[src/hw/rtl/assert_macros.svh]
// assertion macros shared by the command framer rtl
// no dependencies; define SYNTH to drop all checks
`ifndef ASSERT_MACROS_SVH
`define ASSERT_MACROS_SVH
`ifndef SYNTH
`define LKPCF_CHK(lbl, clk, rst, prop) \
  lbl: assert property (@(posedge clk) disable iff (rst) prop) \
    else $error("lkpcf check failed");
`define LKPCF_CHK_ALWAYS(lbl, clk, prop) \
  lbl: assert property (@(posedge clk) prop) \
    else $error("lkpcf check failed");
`else
`define LKPCF_CHK(lbl, clk, rst, prop)
`define LKPCF_CHK_ALWAYS(lbl, clk, prop)
`endif
`endif

[src/hw/rtl/lkpcf_pkg.sv]
// types, codes and tables of the led/key panel command framer
// no dependencies
package lkpcf_pkg;

  localparam int RAM_BYTES   = 16;
  localparam int QUEUE_DEPTH = 2;
  localparam int NUM_W       = 14;  // holds 0..9999
  localparam int STEP_W      = 5;   // byte index within one request, up to 17

  // request op codes
  localparam logic [2:0] OP_SET_DIGIT  = 3'd0;
  localparam logic [2:0] OP_SET_NUMBER = 3'd1;
  localparam logic [2:0] OP_SET_LED    = 3'd2;
  localparam logic [2:0] OP_BRIGHTNESS = 3'd3;
  localparam logic [2:0] OP_CLEAR      = 3'd4;
  localparam logic [2:0] OP_RESET      = 3'd5;
  localparam logic [2:0] OP_SCAN       = 3'd6;

  // job kinds between front and back
  localparam logic [2:0] KIND_PAIR   = 3'd0;  // address byte then data byte
  localparam logic [2:0] KIND_SINGLE = 3'd1;  // one byte framed alone
  localparam logic [2:0] KIND_NUMBER = 3'd2;  // decimal digits, one frame each
  localparam logic [2:0] KIND_CLEAR  = 3'd3;  // blank every digit
  localparam logic [2:0] KIND_RESET  = 3'd4;  // mode byte, then ram wipe

  // chip command bytes
  localparam logic [7:0] CMD_AUTO_INC   = 8'h40;
  localparam logic [7:0] CMD_READ_KEYS  = 8'h42;
  localparam logic [7:0] CMD_DISPLAY_ON = 8'h88;
  localparam logic [7:0] ADDR_DIGIT     = 8'hC0;
  localparam logic [7:0] ADDR_LED       = 8'hC1;
  localparam logic [7:0] BYTE_BLANK     = 8'h00;

  localparam logic [15:0] NUMBER_MAX  = 16'd9999;
  localparam logic [15:0] DIGIT_MAX   = 16'd9;
  localparam logic [15:0] LED_MAX     = 16'd255;
  localparam logic [15:0] LEVEL_MAX   = 16'd7;
  localparam logic [12:0] DIV10_RECIP = 13'd6554;  // ceil(2^16 / 10)

  typedef struct packed {
    logic [2:0]       kind;
    logic [7:0]       addr;
    logic [7:0]       data;
    logic [3:0]       key;
    logic [NUM_W-1:0] number;
  } job_t;

  function automatic logic [7:0] seg_code(input logic [3:0] d);
    case (d)
      4'd0:    seg_code = 8'h3F;
      4'd1:    seg_code = 8'h06;
      4'd2:    seg_code = 8'h5B;
      4'd3:    seg_code = 8'h4F;
      4'd4:    seg_code = 8'h66;
      4'd5:    seg_code = 8'h6D;
      4'd6:    seg_code = 8'h7D;
      4'd7:    seg_code = 8'h07;
      4'd8:    seg_code = 8'h7F;
      4'd9:    seg_code = 8'h6F;
      default: seg_code = 8'h00;
    endcase
  endfunction

  // first hit in read order: bit 0 gives the odd key, bit 4 the even one
  function automatic logic [3:0] decode_keys(input logic [31:0] kb);
    logic [3:0] k;
    logic       found;
    k     = 4'd0;
    found = 1'b0;
    for (int i = 0; i < 4; i++) begin
      if (!found && kb[8*i]) begin
        k     = 4'(2 * i + 1);
        found = 1'b1;
      end else if (!found && kb[8*i+4]) begin
        k     = 4'(2 * i + 2);
        found = 1'b1;
      end
    end
    decode_keys = k;
  endfunction

endpackage

[src/hw/rtl/lkpcf_if.sv]
// request and byte channels of the command framer
// depends on nothing but the handshake convention valid/ready
interface lkpcf_cmd_if;
  logic        valid;
  logic        ready;
  logic [2:0]  op;
  logic [3:0]  position;
  logic [15:0] value;
  logic [31:0] key_bytes;

  modport source (output valid, op, position, value, key_bytes, input ready);
  modport sink   (input valid, op, position, value, key_bytes, output ready);
endinterface

interface lkpcf_byte_if;
  logic       valid;
  logic       ready;
  logic [7:0] bus_byte;
  logic       frame_start;
  logic       frame_end;
  logic [3:0] key_code;
  logic       last;

  modport source (output valid, bus_byte, frame_start, frame_end, key_code, last,
                  input ready);
  modport sink   (input valid, bus_byte, frame_start, frame_end, key_code, last,
                  output ready);
endinterface

[src/hw/rtl/lkpcf_front.sv]
// front: checks each request, turns each in range (nonzero for a number) into a job for the queue
// depends on lkpcf_pkg and lkpcf_cmd_if
module lkpcf_front
  import lkpcf_pkg::*;
#(
  parameter int DIGIT_COUNT = 4,
  parameter int LED_COUNT   = 8
) (
  lkpcf_cmd_if.sink cmd,
  input  logic      full,
  output logic      push,
  output job_t      job
);

  logic keep;

  assign cmd.ready = !full;
  assign push      = cmd.valid && !full && keep;

  always_comb begin
    keep       = 1'b0;
    job.kind   = KIND_SINGLE;
    job.addr   = ADDR_DIGIT + {3'd0, cmd.position, 1'b0};
    job.data   = BYTE_BLANK;
    job.key    = 4'd0;
    job.number = cmd.value[NUM_W-1:0];
    case (cmd.op)
      OP_SET_DIGIT: begin
        keep     = (cmd.position < 4'(DIGIT_COUNT)) && (cmd.value <= DIGIT_MAX);
        job.kind = KIND_PAIR;
        job.data = seg_code(cmd.value[3:0]);
      end
      OP_SET_NUMBER: begin
        keep     = (cmd.value <= NUMBER_MAX) && (cmd.value != 16'd0);
        job.kind = KIND_NUMBER;
      end
      OP_SET_LED: begin
        keep     = (cmd.position < 4'(LED_COUNT)) && (cmd.value <= LED_MAX);
        job.kind = KIND_PAIR;
        job.addr = ADDR_LED + {3'd0, cmd.position, 1'b0};
        job.data = cmd.value[7:0];
      end
      OP_BRIGHTNESS: begin
        keep     = cmd.value <= LEVEL_MAX;
        job.data = CMD_DISPLAY_ON | cmd.value[7:0];
      end
      OP_CLEAR: begin
        keep     = 1'b1;
        job.kind = KIND_CLEAR;
      end
      OP_RESET: begin
        keep     = 1'b1;
        job.kind = KIND_RESET;
      end
      OP_SCAN: begin
        keep     = 1'b1;
        job.data = CMD_READ_KEYS;
        job.key  = decode_keys(cmd.key_bytes);
      end
      default: keep = 1'b0;
    endcase
  end

endmodule

[src/hw/rtl/lkpcf_queue.sv]
// short job queue between the front and the back
// depends on lkpcf_pkg and assert_macros.svh
`include "assert_macros.svh"
module lkpcf_queue
  import lkpcf_pkg::*;
(
  input  logic clk,
  input  logic rst,
  input  logic push,
  input  job_t push_job,
  input  logic pop,
  output job_t head,
  output logic full,
  output logic empty
);

  localparam int PTR_W = (QUEUE_DEPTH > 1) ? $clog2(QUEUE_DEPTH) : 1;
  localparam int CNT_W = $clog2(QUEUE_DEPTH + 1);

  job_t             slots [QUEUE_DEPTH];
  logic [PTR_W-1:0] wr_ptr;
  logic [PTR_W-1:0] rd_ptr;
  logic [CNT_W-1:0] count;

  assign full  = count == CNT_W'(QUEUE_DEPTH);
  assign empty = count == '0;
  assign head  = slots[rd_ptr];

  always_ff @(posedge clk) begin
    if (rst) begin
      wr_ptr <= '0;
      rd_ptr <= '0;
      count  <= '0;
    end else begin
      if (push) begin
        wr_ptr <= (wr_ptr == PTR_W'(QUEUE_DEPTH - 1)) ? '0 : wr_ptr + 1'b1;
      end
      if (pop) begin
        rd_ptr <= (rd_ptr == PTR_W'(QUEUE_DEPTH - 1)) ? '0 : rd_ptr + 1'b1;
      end
      if (push && !pop) begin
        count <= count + 1'b1;
      end else if (pop && !push) begin
        count <= count - 1'b1;
      end
    end
  end

  always_ff @(posedge clk) begin
    if (push) begin
      slots[wr_ptr] <= push_job;
    end
  end

  `LKPCF_CHK(a_no_overflow, clk, rst, push |-> !full || pop)
  `LKPCF_CHK(a_no_underflow, clk, rst, pop |-> !empty)

endmodule

[src/hw/rtl/lkpcf_back.sv]
// back: byte sequencer that plays one job out a byte per cycle while rsp is not stalled
// depends on lkpcf_pkg, lkpcf_byte_if and assert_macros.svh
`include "assert_macros.svh"
module lkpcf_back
  import lkpcf_pkg::*;
#(
  parameter int DIGIT_COUNT = 4
) (
  input  logic         clk,
  input  logic         rst,
  input  job_t         head,
  input  logic         empty,
  output logic         pop,
  lkpcf_byte_if.source rsp
);

  localparam int POS_W = (DIGIT_COUNT > 1) ? $clog2(DIGIT_COUNT) : 1;

  logic              busy;
  job_t              job;
  logic [STEP_W-1:0] step;
  logic [POS_W-1:0]  pos;
  logic [NUM_W-1:0]  rem;
  logic [NUM_W-1:0]  quo;

  logic              out_valid;
  logic [7:0]        out_byte;
  logic              out_fs;
  logic              out_fe;
  logic [3:0]        out_key;
  logic              out_last;

  logic [NUM_W+12:0] prod;
  logic [NUM_W-1:0]  quo_next;
  logic [NUM_W-1:0]  digit;
  logic [7:0]        b;
  logic              fs;
  logic              fe;
  logic [3:0]        kc;
  logic              lst;
  logic              adv;
  logic              take;

  assign rsp.valid       = out_valid;
  assign rsp.bus_byte    = out_byte;
  assign rsp.frame_start = out_fs;
  assign rsp.frame_end   = out_fe;
  assign rsp.key_code    = out_key;
  assign rsp.last        = out_last;

  // divide by ten through the reciprocal, remainder on the next byte
  assign prod     = rem * DIV10_RECIP;
  assign quo_next = NUM_W'(prod >> 16);
  assign digit    = rem - ((quo << 3) + (quo << 1));

  always_comb begin
    b   = BYTE_BLANK;
    fs  = 1'b0;
    fe  = 1'b0;
    kc  = 4'd0;
    lst = 1'b0;
    case (job.kind)
      KIND_PAIR: begin
        b   = step[0] ? job.data : job.addr;
        fs  = !step[0];
        fe  = step[0];
        lst = step[0];
      end
      KIND_SINGLE: begin
        b   = job.data;
        fs  = 1'b1;
        fe  = 1'b1;
        kc  = job.key;
        lst = 1'b1;
      end
      KIND_NUMBER: begin
        b   = step[0] ? seg_code(digit[3:0]) : ADDR_DIGIT + 8'({pos, 1'b0});
        fs  = !step[0];
        fe  = step[0];
        lst = step[0] && ((quo == '0) || (pos == '0));
      end
      KIND_CLEAR: begin
        b   = step[0] ? BYTE_BLANK : ADDR_DIGIT + 8'(step);
        fs  = !step[0];
        fe  = step[0];
        lst = step == STEP_W'(2 * DIGIT_COUNT - 1);
      end
      KIND_RESET: begin
        if (step == '0) begin
          b  = CMD_AUTO_INC;
          fs = 1'b1;
          fe = 1'b1;
        end else if (step == STEP_W'(1)) begin
          b  = ADDR_DIGIT;
          fs = 1'b1;
        end else begin
          fe  = step == STEP_W'(RAM_BYTES + 1);
          lst = fe;
        end
      end
      default: lst = 1'b1;
    endcase
  end

  assign adv  = busy && (!out_valid || rsp.ready);
  assign take = !busy || (adv && lst);
  assign pop  = take && !empty;

  always_ff @(posedge clk) begin
    if (rst) begin
      busy      <= 1'b0;
      out_valid <= 1'b0;
    end else begin
      if (adv) begin
        out_valid <= 1'b1;
      end else if (rsp.ready) begin
        out_valid <= 1'b0;
      end
      if (take) begin
        busy <= !empty;
      end
    end
  end

  always_ff @(posedge clk) begin
    if (adv) begin
      out_byte <= b;
      out_fs   <= fs;
      out_fe   <= fe;
      out_key  <= kc;
      out_last <= lst;
    end
    if (pop) begin
      job  <= head;
      step <= '0;
      pos  <= POS_W'(DIGIT_COUNT - 1);
      rem  <= head.number;
    end else if (adv) begin
      if (job.kind == KIND_NUMBER) begin
        if (!step[0]) begin
          quo  <= quo_next;
          step <= STEP_W'(1);
        end else begin
          rem  <= quo;
          pos  <= pos - 1'b1;
          step <= '0;
        end
      end else begin
        step <= step + 1'b1;
      end
    end
  end

  `LKPCF_CHK_ALWAYS(a_reset_drops_beat, clk, rst |=> !out_valid)
  `LKPCF_CHK(a_key_only_on_scan, clk, rst, out_valid && out_key != 4'd0 |-> out_byte == CMD_READ_KEYS)
  `LKPCF_CHK(a_last_closes_frame, clk, rst, out_valid && out_last |-> out_fe)
  `LKPCF_CHK(a_number_left, clk, rst, busy && job.kind == KIND_NUMBER |-> rem != '0)

endmodule

[src/hw/rtl/led_key_panel_command_framer_unit.sv]
// led/key panel command framer: one request in, its command bytes out
// path: an accepted request passes the queue slot, the back's job register and
// the output register to rsp; throughput: one byte per cycle on rsp unless rsp
// stalls; a request has 1 to 18 bytes (set by the back sequencer), a dropped one
// is accepted with no bytes; cmd.ready stays high while the two-job queue has room
// reset (rst, synchronous) empties the queue, idles the sequencer, drops rsp.valid
module led_key_panel_command_framer_unit
  import lkpcf_pkg::*;
#(
  parameter int DIGIT_COUNT = 4,
  parameter int LED_COUNT   = 8
) (
  input  logic         clk,
  input  logic         rst,
  lkpcf_cmd_if.sink    cmd,
  lkpcf_byte_if.source rsp
);

  // front to queue
  logic push;
  job_t push_job;
  logic full;

  // queue to back
  job_t head;
  logic empty;
  logic pop;

  // front: range checks, address and segment lookup, key decode on scans;
  // requests that emit nothing are accepted and never reach the queue
  lkpcf_front #(
    .DIGIT_COUNT (DIGIT_COUNT),
    .LED_COUNT   (LED_COUNT)
  ) u_front (
    .cmd  (cmd),
    .full (full),
    .push (push),
    .job  (push_job)
  );

  // two jobs deep, so the front keeps taking requests while a long
  // reset or clear sequence drains behind it
  lkpcf_queue u_queue (
    .clk      (clk),
    .rst      (rst),
    .push     (push),
    .push_job (push_job),
    .pop      (pop),
    .head     (head),
    .full     (full),
    .empty    (empty)
  );

  // back: walks each job a byte per cycle while rsp is not stalled, into
  // the output register and pulls the next job on the cycle its last byte
  // goes out, so frames of consecutive requests follow without a gap
  lkpcf_back #(
    .DIGIT_COUNT (DIGIT_COUNT)
  ) u_back (
    .clk   (clk),
    .rst   (rst),
    .head  (head),
    .empty (empty),
    .pop   (pop),
    .rsp   (rsp)
  );

endmodule
[src/flat_wrapper.sv]
// flat-port wrapper written by rule: the top's interface ports become plain ports
module led_key_panel_command_framer_unit_flat import lkpcf_pkg::*;
#(
  parameter int DIGIT_COUNT = 4,
  parameter int LED_COUNT   = 8
)
  (clk, rst, cmd_valid, cmd_op, cmd_position, cmd_value, cmd_key_bytes, cmd_ready, rsp_valid, rsp_bus_byte, rsp_frame_start, rsp_frame_end, rsp_key_code, rsp_last, rsp_ready);
  lkpcf_cmd_if cmd_i ();
  lkpcf_byte_if rsp_i ();
  input  logic clk;
  input  logic rst;
  input wire logic [$bits(cmd_i.valid)-1:0] cmd_valid;
  input wire logic [$bits(cmd_i.op)-1:0] cmd_op;
  input wire logic [$bits(cmd_i.position)-1:0] cmd_position;
  input wire logic [$bits(cmd_i.value)-1:0] cmd_value;
  input wire logic [$bits(cmd_i.key_bytes)-1:0] cmd_key_bytes;
  output wire logic [$bits(cmd_i.ready)-1:0] cmd_ready;
  output wire logic [$bits(rsp_i.valid)-1:0] rsp_valid;
  output wire logic [$bits(rsp_i.bus_byte)-1:0] rsp_bus_byte;
  output wire logic [$bits(rsp_i.frame_start)-1:0] rsp_frame_start;
  output wire logic [$bits(rsp_i.frame_end)-1:0] rsp_frame_end;
  output wire logic [$bits(rsp_i.key_code)-1:0] rsp_key_code;
  output wire logic [$bits(rsp_i.last)-1:0] rsp_last;
  input wire logic [$bits(rsp_i.ready)-1:0] rsp_ready;
  assign cmd_i.valid = cmd_valid;
  assign cmd_i.op = cmd_op;
  assign cmd_i.position = cmd_position;
  assign cmd_i.value = cmd_value;
  assign cmd_i.key_bytes = cmd_key_bytes;
  assign cmd_ready = cmd_i.ready;
  assign rsp_valid = rsp_i.valid;
  assign rsp_bus_byte = rsp_i.bus_byte;
  assign rsp_frame_start = rsp_i.frame_start;
  assign rsp_frame_end = rsp_i.frame_end;
  assign rsp_key_code = rsp_i.key_code;
  assign rsp_last = rsp_i.last;
  assign rsp_i.ready = rsp_ready;
  led_key_panel_command_framer_unit #(.DIGIT_COUNT(DIGIT_COUNT), .LED_COUNT(LED_COUNT)) u_core (.clk(clk), .rst(rst), .cmd(cmd_i), .rsp(rsp_i));
endmodule
[config.mk]
export PLATFORM = sky130hd
export DESIGN_NAME = led_key_panel_command_framer_unit_flat
export DESIGN_NICKNAME = d
export VERILOG_FILES = /design/src/hw/rtl/lkpcf_pkg.sv /design/src/hw/rtl/lkpcf_if.sv /design/src/hw/rtl/lkpcf_front.sv /design/src/hw/rtl/lkpcf_queue.sv /design/src/hw/rtl/lkpcf_back.sv /design/src/hw/rtl/led_key_panel_command_framer_unit.sv /design/src/flat_wrapper.sv
export VERILOG_INCLUDE_DIRS = /design/src /design/src/hw/rtl
export SDC_FILE = /design/constraint.sdc
export NUM_CORES = 1
export LEC_CHECK = 0
export BUFFER_PORTS_ARGS = -buffer_cell sky130_fd_sc_hd__buf_4
export CAP_MARGIN = 20
export CORE_MARGIN = 10
export CORE_UTILIZATION = 25
export CTS_CLUSTER_SIZE = 14
export DETAILED_ROUTE_END_ITERATION = 6
export GPL_ROUTABILITY_DRIVEN = 1
export PLACE_DENSITY = 0.52
export SETUP_SLACK_MARGIN = 0.05
export SLEW_MARGIN = 10
export SYNTH_ARGS = -nofsm -noshare
export SYNTH_HDL_FRONTEND = slang
export SYNTH_HIERARCHICAL = 1
export SYNTH_SLANG_ARGS = --single-unit
[constraint.sdc]
create_clock -name clk -period 4.45 [get_ports clk]
set_input_delay 0.445 -clock clk [delete_from_list [all_inputs] [get_ports clk]]
set_output_delay 0.445 -clock clk [all_outputs]
set_load 0.005 [all_outputs]
==> run metrics <==
worst skew pair latency=around 0.42 ns; critical path arrival=about 4.8 ns; Pre-antenna DRT Iters=4; # rows=72; final setup margin=-0.209 ns; antenna viol nets, final=0; CTS hold repair buffers=0; asr flop ratio synth=0%; slew at the pin closest to its max-slew limit=between 0.9 and 1 ns; placed inst area=around 11000 um2; ANT cells=0; yosys warns=6; first-pass GRT wire length=34.4 mm; count of input and output buffers=51; Final nets=about 1100; count of final hold-check violations=0; Mapped Area=9860 um2; routability cong.=approximately 0.81; final WL=20.9 mm; footprint of the multi-input gates=5240 um2; critical path class=flop to flop; Tmin final=4.66 ns; number of flops mapped to enable cells by yosys=137; Total GRT Usage=roughly 9%; clk root buf=clkbuf_16; initial antenna violation count=0; Setup Skew=roughly 0.010 ns; Core Box Area=roughly 39000 um2; CTS max path bufs=2; startpoint types=flop; Layout Cells excl Fill=1436; Setup Viol. Count Final=6; Final Cycle Share=105%; Vias/cell=4.23; Cell variety after synth=68; Syn Area/Cell=between 10 and 15 um2; RSZ-0062 raised after global routing=true; Fill cells=between 3000 and 4000; via count=6070; kind of end point of the critical path=flop; Crit path required time=~4.6 ns; Yosys reg bits=151; Num CTS Buffers=17; Area Overhead vs Synth=23.0%; Die X=about 220 um; Initial Util=25.4%; worst hold slack=roughly 0.21 ns; CTS sink cnt=between 150 and 200; drt wl/cell=between 10 and 15 um; status=finished, violations left; DP Cell Count=roughly 1400; remaining global-route overflow=0; Die Height=between 200 and 250 um; largest net degree at the start of global routing=38; ratio of cells with drive above 1 in the final layout=~28%; Final Instance Area=around 12000 um2; Critical Path Fanout Max=4; cell count after synthesis=808; DRC=0; CTS tree=done; Slew headroom=35.5%; max cap viols=0; vias in the first global route=between 6000 and 7000; num ports=76; fin. max-slew vios=0; clock slew at reported path FFs=0.07 ns; register area=4390 um2; sequential share of the synthesized area=44.6%; dpl hpwl=roughly 16 mm; main flop type after synthesis=edfxtp_1; Iter 0 DRT Violations=270; failing checks=negative setup slack; CTS H-Tree Depth=4; die footprint=roughly 48000 um2; Hold Path Class=input pin to flop; max frequency=about 210 MHz
-- layout make-up --
type,count,area share (%)
Inverter,107,3.31
Tap cell,518,5.34
Clock inverter,15,1.31
Clock buffer,17,3.51
Timing Repair Buffer,113,7.12
Multi-Input combinational cell,515,43.2
Sequential cell,151,36.2
-- metrics by stage --
| step | TNS (ns) | worst slack [ns] | util (%) |
|---|---|---|---|
| 5_1_grt | -2.49 | -0.386 | 31.2 |
| 6_report | -0.723 | -0.209 | 31.2 |
| 3_3_place_gp | -1.68 | -0.260 | 28.9 |
| 2_1_floorplan | -0.00503 | -0.00503 | - |
| 3_5_place_dp | -2.00 | -0.291 | 28.9 |
| 4_1_cts | -0.847 | -0.203 | 31.0 |
-- metal layers --
| metal | share of wire [%] | up-vias | GRT usage [%] |
|---|---|---|---|
| li1 | - | 3016 | - |
| met2 | 48 | 88 | 14.8 |
| met1 | 48 | 2958 | 12.2 |
| met3 | 3.5 | 8 | 1.78 |
| met5 | 0 | - | 0 |
| met4 | 0.45 | 0 | 2.01 |
-- registers in the layout, summed over array words and instances, names as in the netlist, 2 cells and up, named ones only --
register	count
u_core/u_back/pos	2
u_core/u_back/quo	11
u_core/u_queue/count	2
u_core/u_back/step	5
u_core/u_back/rsp.bus_byte	8
u_core/u_back/rem	14
u_core/u_back/rsp.key_code	4
u_core/u_back/job	23
u_core/u_queue/slots	74
-- Yosys cell counts, drive strengths merged (5+ instances only) --
cell | number | area, um2
dfxtp | 14 | 280
o21ai | 23 | 115
a21o | 8 | 60.1
ha | 117 | 1460
xnor2 | 17 | 149
xor2 | 12 | 105
edfxtp | 137 | 4110
mux2 | 50 | 604
nor2 | 54 | 205
buf | 33 | 241
nand2b | 5 | 31.3
a211oi | 5 | 37.5
mux2i | 5 | 50.1
inv | 107 | 402
nor3b | 5 | 42.5
and2 | 6 | 37.5
nor3 | 8 | 40.0
o22ai | 5 | 31.3
nor4 | 7 | 43.8
nand3 | 7 | 35.0
nor2b | 10 | 62.6
nand2 | 32 | 128
a21oi | 33 | 176
fa | 46 | 921
and3 | 7 | 43.8
-- logic make-up after synthesis --
group	after synthesis	share of synthesized area [%]
AND/OR/NAND/NOR	159	8.29
buffers and inverters	143	6.64
adder cells (fa/ha/maj)	163	24.2
AO/OA/AOI/OAI	106	7.02
multiplexers	55	6.64
other	2	0.0762
flip-flops	151	44.6
XOR/XNOR	29	2.58
-- layout by cell type, fill, tap and decap left out, types with 4 or more instances in the layout --
cell,count
nand2b_1,5
edfxtp_1,137
nor3_1,7
inv_2,9
dfxtp_1,14
xnor2_1,17
o21ai_0,22
and2_1,5
nor2b_1,8
mux2_2,39
xor2_1,9
mux2i_1,5
buf_6,4
nand3_1,7
o22ai_1,4
mux2_4,11
clkbuf_16,17
inv_6,6
buf_4,109
a21oi_1,29
nor3b_1,4
inv_1,98
ha_4,16
and3_1,6
nand2_1,30
fa_1,43
nand3b_1,4
ha_1,98
a21o_1,8
nand4_1,4
nor4_1,7
nor2_1,51
-- final timing paths --
| path | slack, ns | cells after the start | from | to |
|---|---|---|---|---|
| setup / recovery | -0.21 | 16 | u_core/u_back/rem[2] | u_core/u_back/quo[8] |
| hold / removal | 0.21 | 1 | cmd_position[1] | u_core/u_queue/slots[0][28] |
| hold reg to reg | 0.50 | 2 | u_core/u_queue/count[1] | u_core/u_queue/count[1] |
| setup reg to reg | -0.21 | 16 | u_core/u_back/rem[2] | u_core/u_back/quo[8] |
-- timing repair --
| action | 4_1_cts | 5_1_grt |
|---|---|---|
| pin swaps | 27 | 19 |
| setup buffers | 9 | 2 |
| endpoints found under the setup margin | 11 | 11 |
| gates resized for setup | 27 | 22 |
| gates cloned | 0 | 0 |
-- worst max-delay path, stage by stage, from the launching register on --
cell and delay [ns]:
edfxtp_1 0.52, ha_4 0.33, xor2_1 0.16, ha_1 0.29
fa_1 0.50, fa_1 0.51, inv_2 0.04, fa_1 0.49
inv_2 0.05, ha_4 0.24, a211oi_4 0.22, nand3b_1 0.18
a2111oi_4 0.31, buf_6 0.19, nor3_4 0.05, a311oi_1 0.26
nor2_1 0.07
Power is left out: the tool's default activity adds up to more than one toggle a clock period on the data nets, which glitch-free logic cannot reach.
